### src/rtl/core/sfmt_pkg.sv
package sfmt_pkg;

  localparam int unsigned STATE_WORDS   = 624;
  localparam int unsigned MIDDLE_OFFSET = 488;
  localparam int unsigned LEFT_SHIFT    = 18;
  localparam int unsigned RIGHT_SHIFT   = 11;
  localparam int unsigned IDX_W         = 10;

  localparam logic [31:0] SEED_MULT  = 32'h6C078965;
  localparam int unsigned SEED_SHIFT = 30;
  localparam int unsigned C_START    = STATE_WORDS - 8;
  localparam int unsigned LAST_QUAD  = STATE_WORDS - 4;
  localparam int unsigned B_START    = MIDDLE_OFFSET % STATE_WORDS;

  localparam logic [2:0] CFG_MASK0  = 3'd0;
  localparam logic [2:0] CFG_MASK1  = 3'd1;
  localparam logic [2:0] CFG_MASK2  = 3'd2;
  localparam logic [2:0] CFG_MASK3  = 3'd3;
  localparam logic [2:0] CFG_PARITY0 = 3'd4;
  localparam logic [2:0] CFG_PARITY3 = 3'd5;

  typedef enum logic [1:0] {
    CMD_SEED    = 2'd0,
    CMD_NEXT32  = 2'd1,
    CMD_NEXT64  = 2'd2,
    CMD_ADVANCE = 2'd3
  } cmd_e;

  typedef enum logic [3:0] {
    ST_IDLE,
    ST_SEED0,
    ST_SEED_MUL,
    ST_SEED_ADD,
    ST_CERT,
    ST_RG_LOAD,
    ST_RG_READ,
    ST_RG_CALC,
    ST_RG_WRITE,
    ST_RD0,
    ST_RD1,
    ST_RD2,
    ST_ADV
  } state_e;

  typedef enum logic [1:0] {
    RET_SEED,
    RET_READ,
    RET_ADV
  } ret_e;

  typedef logic [3:0][31:0] quad_t;

  typedef struct packed {
    cmd_e        cmd;
    logic [31:0] seed_value;
    logic [15:0] frame_count;
  } req_t;

  typedef struct packed {
    logic [63:0] random_value;
    logic [31:0] current_seed;
  } res_t;

endpackage

### src/rtl/core/sfmt_quad_unit.sv
module sfmt_quad_unit
  import sfmt_pkg::*;
(
  input  logic  clk_i,
  input  logic  en_i,
  input  quad_t a_i,
  input  quad_t b_i,
  input  quad_t c_i,
  input  quad_t d_i,
  input  quad_t mask_i,
  output quad_t nw_o
);

  quad_t nw_d, nw_q;
  quad_t a_up, c_dn;

  // carries across word boundaries inside the quad
  assign a_up = a_i << 32;
  assign c_dn = c_i >> 32;

  always_comb begin
    for (int k = 0; k < 4; k++) begin
      nw_d[k] = a_i[k] ^ (a_i[k] << 8) ^ (a_up[k] >> 24) ^ (c_i[k] >> 8) ^ (c_dn[k] << 24)
              ^ ((b_i[k] >> RIGHT_SHIFT) & mask_i[k]) ^ (d_i[k] << LEFT_SHIFT);
    end
  end

  always_ff @(posedge clk_i) begin
    if (en_i) nw_q <= nw_d;
  end

  assign nw_o = nw_q;

endmodule

### config.mk
export PLATFORM = sky130hd
export DESIGN_NAME = sfmt_quad_unit
export DESIGN_NICKNAME = d
export VERILOG_FILES = /design/src/rtl/core/sfmt_pkg.sv /design/src/rtl/core/sfmt_quad_unit.sv
export SDC_FILE = /design/constraint.sdc
export NUM_CORES = 1
export LEC_CHECK = 0
export BUFFER_PORTS_ARGS = -buffer_cell sky130_fd_sc_hd__buf_2
export CORE_AREA = 2 2 299 301
export DETAILED_ROUTE_END_ITERATION = 8
export DIE_AREA = 0 0 301 303
export HOLD_SLACK_MARGIN = 0.05
export PLACE_DENSITY_LB_ADDON = 0.3
export RECOVER_POWER = 25
export SLEW_MARGIN = 20
export SYNTH_ARGS = -nofsm -noshare
export SYNTH_HDL_FRONTEND = slang
export SYNTH_SLANG_ARGS = --single-unit
export TNS_END_PERCENT = 30
### constraint.sdc
create_clock -name clk_i -period 1 [get_ports clk_i]
set_clock_uncertainty 0.2 [all_clocks]
set_input_delay 0.05 -clock clk_i [delete_from_list [all_inputs] [get_ports clk_i]]
set_output_delay 0.05 -clock clk_i [all_outputs]
set_load 0.02 [all_outputs]
# After elaboration in Yosys (flattened, before gate mapping)
# Cells that the tools add are included.
[totals] ff_bits=128 out_inout_bits=128 elab_cells=30
[op_classes] bitwise_logic=26
[op_table] cell="32-bit XOR" count=15
[op_table] cell="21-bit by 32-bit bitwise AND with 32-bit output" count=4
[op_table] cell="32-bit by 24-bit XOR with 32-bit output" count=4
[op_table] cell="32-bit by 8-bit XOR with 32-bit output" count=3

# Longest topological paths before layout
# Gate-level depths: netlist of the first run.
[depth] depth_word=6 mapped_depth=2 ltp_nobuf=2

# Worst setup path after synthesis of the first run
# No wires, ideal clock.
[synth_path] kind="input port to flip-flop" startpoint="input c_i[122] (netlist name)" endpoint="register nw_q, in the netlist nw_o[114] (data pin)" arrival_time_ns=0.527 setup_slack_ns=0.005 stages=2 cell_sequence="xnor2_1 -> xnor3_1"
[synth_rtl] element="from (decl)" line_no="sfmt_quad_unit.sv:8" text="input quad_t c_i,"
[synth_rtl] element="to (signal assigned)" line_no="sfmt_quad_unit.sv:29" text="if (en_i) nw_q <= nw_d;"
[synth_rtl] element="to (decl)" line_no="sfmt_quad_unit.sv:14" text="quad_t nw_d, nw_q;"

# Worst setup path after layout of the first run
[layout_path] startpoint="register nw_q, in the netlist nw_o[100]" endpoint="output nw_o[100] (netlist name)"
[layout_rtl] element="to (decl)" line_no="sfmt_quad_unit.sv:11" text="output quad_t nw_o"
# No word-level cell between the ends.

==> results of run 1 <==
cells by family (layout without fill, tap and decap cells):
logic type	count (synthesis)	in the layout
XOR/XNOR	304	304
buffers and inverters	0	932
flip-flops	128	128
other	0	5
AND/OR/NAND/NOR	84	84
power by group:
part / internal (mW) / switching, mW / leakage (nW)
combinational: 4.04 / 3.31 / 6.28
sequential: 7.06 / 0.374 / 1.25
clock: 3.84 / 2.70 / 0.267
area by class of cell:
| type | instances | area (um^2) | share of cell area [%] |
|---|---|---|---|
| antenna | 5 | 12.5 | 0.0765 |
| clock buffer | 18 | 429 | 2.62 |
| clock inverter | 14 | 148 | 0.902 |
| multi-input combinational | 388 | 4190 | 25.6 |
| sequential | 128 | 3840 | 23.5 |
| tap | 1165 | 1460 | 8.91 |
| timing repair buffer | 900 | 6280 | 38.4 |
final timing paths:
path,cells after the start,slack (ps),from,to
max,1,-400,nw_o[100]$_DFFE_PP_,nw_o[100]
min,2,-210,a_i[62],nw_o[70]$_DFFE_PP_
layout by cell type (no fill, tap or decap), types with 3 or more instances in the layout:
master          count
dlymetal6s4s_1     22
nand2_1            80
bufinv_16           3
xnor2_1           108
clkbuf_1            3
buf_12              6
xor2_2              9
clkinvlp_4          4
clkbuf_16          17
clkbuf_2           13
xnor2_2            12
diode_2             5
buf_2             555
edfxtp_1          128
buf_4              28
nand2_2             4
dlygate4sd3_1     211
xnor3_1            76
xor2_1             99
buf_6              63
clkinv_1            6
metal layers:
metal	global-route usage [%]	part of all wire [%]	vias up
met5	0	0.22	-
met4	5.21	5.1	12
met3	4.68	13	84
met2	13.8	49	463
met1	7.10	32	3424
li1	-	-	3611
cell usage after synthesis:
master,count
edfxtp_1,128
nand2_1,84
xnor2_1,120
xnor3_1,76
xor2_1,108
what timing repair did:
| item | 4_1_cts | 5_1_grt |
|---|---|---|
| endpoints found under the setup margin | 128 | 207 |
| hold buffers | 244 | 9 |
| endpoints found under the hold margin | 256 | 240 |
| pin swaps | 0 | 39 |
| resized for setup | 76 | 117 |
==> results.txt, run 1 <==
The final-report setup violation count is 165. The post-CTS setup repair buffer count came out at 0. In the routed design, unresolved DRC markers number 0.

The total half-perimeter wirelength after legalization and detailed placement came out at between 30,000 and 40,000 um. The time the worst path needs with I/O delays and setup is about 1400 ps. In this run, synthesis produced a sequential element count of between 100 and 150. The aggregate negative setup slack came out at -37,280 ps.

The filler cells instantiated in the layout total approximately 9,600. The first-pass GRT wire length is 50,100 um. edfxtp_1 takes more of the synthesized area than any other cell. The global-route congestion overflow total is 0. The floorplan step defined a core boundary enclosing just under 90,000 um^2. The maximum single-stage delay on the critical path came out at 490 ps. Together, buffers and inverters on the worst path number 1.

The count of final max-slew check failures is 0. Synthesis produced a little over 500 cells. The portion of netlist area occupied by mux cells came out at 0%. Once routing completed, OpenROAD measured the worst setup slack at -402 ps. The post-placement cell count came out at between 2,000 and 2,500. Detailed routing inserted a total of between 7,000 and 8,000 vias. The max-capacitance violation count is 0.

The Yosys step of the flow raised 0 warnings. The transition time of the tightest slew-check pin came out at roughly 500 ps. The layout cell share with drive strength beyond 1 came out at roughly 50%. Clock-pin slew was measured on the worst setup and hold paths at around 60 ps.

The fraction of synthesized cell area taken by the top area cell type came out at around 49%. The via count of the first global-routing pass came to 8,439. The kind of start point of the critical path is a flop. The effective utilization at floorplan is under 10%. The final weighted congestion of routability-driven global placement came out at slightly below 0.9.

When the netlist entered floorplanning its net count stood at approximately 1,200. Entering global routing, the biggest net connects 20 pins. The detailed-route vias per instance is roughly 2.9. The starting DRC count in detailed routing is around 310. The static leakage power is a little under 8 nW. The detail route stage leaves a number of antenna-violating nets equal to 0. The worst hold-check path type is primary input to flop. Setup repair after global routing could not meet its margin everywhere. The number of port buffers came out at 601. TritonCTS built the clock tree. At the worst endpoint, the required time is between 700 and 800 ps. In this run the number of H-tree levels came out at 4.

The flow ran to the end, but the final reports show violations. The post-synthesis xor/xnor area fraction came out at between 40% and 50%. The length of the first detailed-routing pass in iterations is 4.

Summing all placed instances gives a cell area of approximately 13,000 um^2. In this run the deepest clock path goes through 2 buffers. The TritonCTS sink count is about 130. The number of top-level design ports came out at 770. The number of antenna violations at the first check in global routing is 13. STA puts the critical path data arrival time at about 1200 ps. The overall routing resource usage came out at 8.02%. The final reports fail on negative hold slack, negative setup slack. The synthesized netlist devotes under 10% of its cell area to simple gates. The finished layout cell area is roughly 16,000 um^2. The power density relative to cell area came out at ~1300 nW/um^2.

The site row count is 109. Traced cell by cell, the critical path runs through buf_6. The number of buffers added by the clock tree synthesis step is 17. The die is between 300 and 400 um tall. The die extent in x is between 300 and 400 um. The floorplan die area came out at between 90,000 and 100,000 um^2.

The type of destination of the critical path is an output pin. The final cell count without fillers is roughly 2,600. The number of nets at the end of the flow is approximately 2,100.

The worst hold slack came out at -212 ps. By area the synthesized netlist is led by edfxtp_1, xnor3_1, xnor2_1, xor2_1, nand2_1. By startpoint and endpoint, the worst setup path is classified as flop to output pin. Dividing the detail-routed wire length by the instance count gives 14.5 um.

The share of the clock period used by the worst path after layout came out at 140%. The total power draw came out at about 21 mW. The cell area after synthesis came out at a little under 8000 um^2. The post-detailed-routing wire length is roughly 38,000 um. The hold violation count in the final report came out at between 100 and 150. The pre-CTS worst setup slack came out at -396 ps.

The area fraction in compound gates after synthesis is 0%. Cells fill between 10% and 20% of the core in the end. Static timing analysis puts the maximum clock frequency at a little over 700 MHz. In this run, distinct cell masters in the synthesized netlist total 5.

The number of flip-flops under the largest register name came out at around 130. The mean instance size in the synthesized netlist came out at approximately 15 um^2. The family with the most delay on the worst path is flip-flops.

The combinational family with the most area after synthesis is XOR/XNOR gates. Compared with the post-synthesis result, the final layout area differs by 108%. The worst slew margin relative to its limit came out at about 66%.

Of the total synthesized cell area, the portion taken by full adders, half adders and majority gates is 0%. The largest voltage drop on the vdd net came out at 1.33 mV. The largest individual stage delay along the critical path comes from the cell edfxtp_1.

The largest fanout of any net on the critical path is 1. The cell sitting at the root of the clock tree is a clkbuf_16. Sequential cells were found to cover 48.9% of the synthesized design area.
(Power assumes the default switching activity.)
==> run 2, diff against run 1 <==
Settings changed: HOLD_SLACK_MARGIN 0.05 to 0.02, SETUP_SLACK_MARGIN set to 0.02.
==> results.txt, run 2 (synthesis results as in run 1) <==
The flow ran to the end, but the final reports show violations. The final reports fail on negative hold slack, negative setup slack. The placeable core area is 88,000 um^2 (unchanged). The total power draw is 21.2 mW (-0.79%). The final weighted congestion of routability-driven global placement came out at 0.874 (+0.53%). The maximum level of the CTS H-tree came out at 4 (unchanged). The startpoint identified for the worst hold timing path is a_i[39]. The count of final max-slew check failures is 0 (unchanged). The number of top-level design ports is 770 (unchanged).

Setup repair after global routing could not meet its margin everywhere. The worst hold path terminates at nw_o[39]$_DFFE_PP_. The post-placement cell count came out at 2,347 (+0.82%). The worst hold slack came out at -227 ps (-15.7 ps). The largest voltage drop on the vdd net is 1.34 mV (+0.67%).

The number of antenna violations at the first check in global routing was 11 (-2). The library cells used most frequently in the layout, excluding fill and tap cells, are buf_2, dlygate4sd3_1, edfxtp_1. The area of combinational cells with multiple inputs was 4230 um^2 (+0.81%). The die extent in x was 301 um (unchanged). The length of the first detailed-routing pass in iterations is 4 (unchanged). STA classifies the critical path endpoint as an output pin. The deepest clock path buffer count is 2 (unchanged). The fmax is 724 MHz (+1.5%).

The layout cell share with drive strength beyond 1 is 54.3% (+4.9 points). The starting DRC count in detailed routing is 213 (-31%). The via count of the first global-routing pass is 7,847 (-7.0%). The library cell used most frequently in the layout, excluding fill and tap cells, is buf_2. The time the worst path needs with I/O delays and setup came out at 1380 ps (-21.1 ps). STA classifies the critical path startpoint as a flop. The depth of the worst hold-timing path is 2 (unchanged). Among cell families on the critical path, the largest total delay comes from flip-flops. The overall routing resource usage came out at 8.03% (+0.018 points).

The transition time of the tightest slew-check pin came out at 665 ps (+152 ps). The final-report setup violation count came out at 143 (-13%). The clock-pin transition on the worst setup and hold timing paths was 60 ps (about the same). The global-route congestion overflow total is 0 (unchanged). The post-detailed-routing wire length came to 37,900 um (-0.58%). The site row count is 109 (unchanged). The root buffer cell is clkbuf_16. The effective utilization at floorplan came out at 8.94% (unchanged). The worst hold-check path type is primary input to flop. The number of buffers and inverters on the critical path was 1 (unchanged).

TritonCTS built the clock tree. The y dimension of the die is 303 um (unchanged). The antenna violation net count after detailed routing is 0 (unchanged). The power density relative to cell area is 1360 nW/um^2 (+4.1%). The utilization of the core after routing is 17.7% (-0.88 points). The detailed-route vias per instance came to 2.87 (-0.96%). The static leakage power was 7.41 nW (-5.0%). The footprint of the flip-flops and latches was 3840 um^2 (unchanged). The number of flip-flops under the largest register name is 128 (unchanged).

The overall via count from detail_route is 7,297 (-3.9%). The max-capacitance violation count was 0 (unchanged). The first-pass GRT wire length is 49,800 um (-0.60%).

The critical path goes through buf_6. The final cell count without fillers came out at 2,540 (-3.0%). The worst setup margin is -381 ps (+21.1 ps). The type of the worst setup path is flop to output pin. On the critical path, the stage with the largest delay is an instance of edfxtp_1. The largest fanout of any net on the critical path came out at 1 (unchanged). The largest net degree at the start of global routing came to 20 (unchanged).

The data required time of the critical path came out at 750 ps (about the same). The number of nets at the end of the flow is 2,003 (-3.6%). The TritonCTS sink count is 128 (unchanged). The total of fill cells in the finished design is 9,740 (+1.4%). The relative area change from synthesis to final layout came out at 98.1%. The average wire per cell in the routed design came out at 14.9 um (+2.5%). The number of buffers added by the clock tree synthesis step is 17 (unchanged). The number of port buffers is 601 (unchanged). The share of the clock period used by the worst path after layout came out at 138% (-2.1 points). The maximum single-stage delay on the critical path is 460 ps (-30 ps). The count of unresolved DRC violations after routing is 0 (unchanged). The floorplan die area is 91,200 um^2 (unchanged).

The worst slew margin relative to its limit is 55.7% (-10 points). The total half-perimeter wirelength after legalization and detailed placement is 31,700 um (+3.9%). The signal arrival time at the worst endpoint came out at 1130 ps (-20 ps). The hold violation count in the final report came to 121 (+15%).
run 2: changes by cell type in the layout (fill, tap and decap cells not counted), moves of 4 or more:
cell / delta
clkinv_1: -4
dlymetal6s4s_1: -15
xor2_1: -4
buf_2: +7
clkbuf_2: -4
dlygate4sd3_1: -83
buf_4: +19
run 2: metrics by stage:
| stage | TNS [ps] | hold WS, ps | instance area [um^2] | worst slack (ps) |
|---|---|---|---|---|
| global placement | -12350 | 175 | 13000 | -869 |
| CTS | -47260 | -293 | 15400 | -473 |
| floorplan | 0 | -37.5 | 7890 | 5.25 |
| global route | -49470 | -267 | 15600 | -468 |
| finish | -35540 | -227 | 15600 | -381 |
| detailed placement | -13390 | 188 | 13000 | -894 |
run 2: final cells by class:
cell class | count | area share (%)
antenna | 2 | 0.0321
clock buffer | 17 | 2.73
sequential | 128 | 24.7
multi-input combinational | 388 | 27.1
clock inverter | 14 | 1.07
tap | 1165 | 9.35
timing repair buffer | 826 | 35.1
run 2: how the worst max path moves through the flow:
| stage | start | endpoint | slack [ps] | cells past startpoint |
|---|---|---|---|---|
| after CTS | nw_o[8]$_DFFE_PP_ | nw_o[8] | -470 | 1 |
| final | nw_o[15]$_DFFE_PP_ | nw_o[15] | -380 | 1 |
| after global routing | nw_o[8]$_DFFE_PP_ | nw_o[8] | -470 | 1 |
| after floorplan | c_i[26] | nw_o[18]$_DFFE_PP_ | 5 | 2 |
| after global placement | a_i[105] | nw_o[113]$_DFFE_PP_ | -870 | 3 |
| after detailed placement | a_i[105] | nw_o[113]$_DFFE_PP_ | -890 | 3 |
run 2: per-layer routing:
layer | wire, um | track usage, %
met5 | 27 | 0
met4 | 1360 | 4.23
met3 | 3950 | 3.57
met2 | 18400 | 13.7
met1 | 14100 | 8.33
run 2: timing repair:
action,in CTS,in global routing
setup buffers,0,0
endpoints found under the setup margin,131,193
gates cloned,0,0
hold buffers,160,3
gates resized for setup,78,115
pin swaps,0,26
hold endpoints to repair,256,245
run 2: report_power, final:
| part | internal [mW] | total (mW) | leakage (nW) | switching [mW] |
|---|---|---|---|---|
| Clock | 3.88 | 6.59 | 0.273 | 2.72 |
| Combinational | 3.83 | 7.17 | 5.88 | 3.34 |
| Sequential | 7.06 | 7.40 | 1.25 | 0.339 |
| Total | 14.8 | 21.2 | 7.41 | 6.40 |
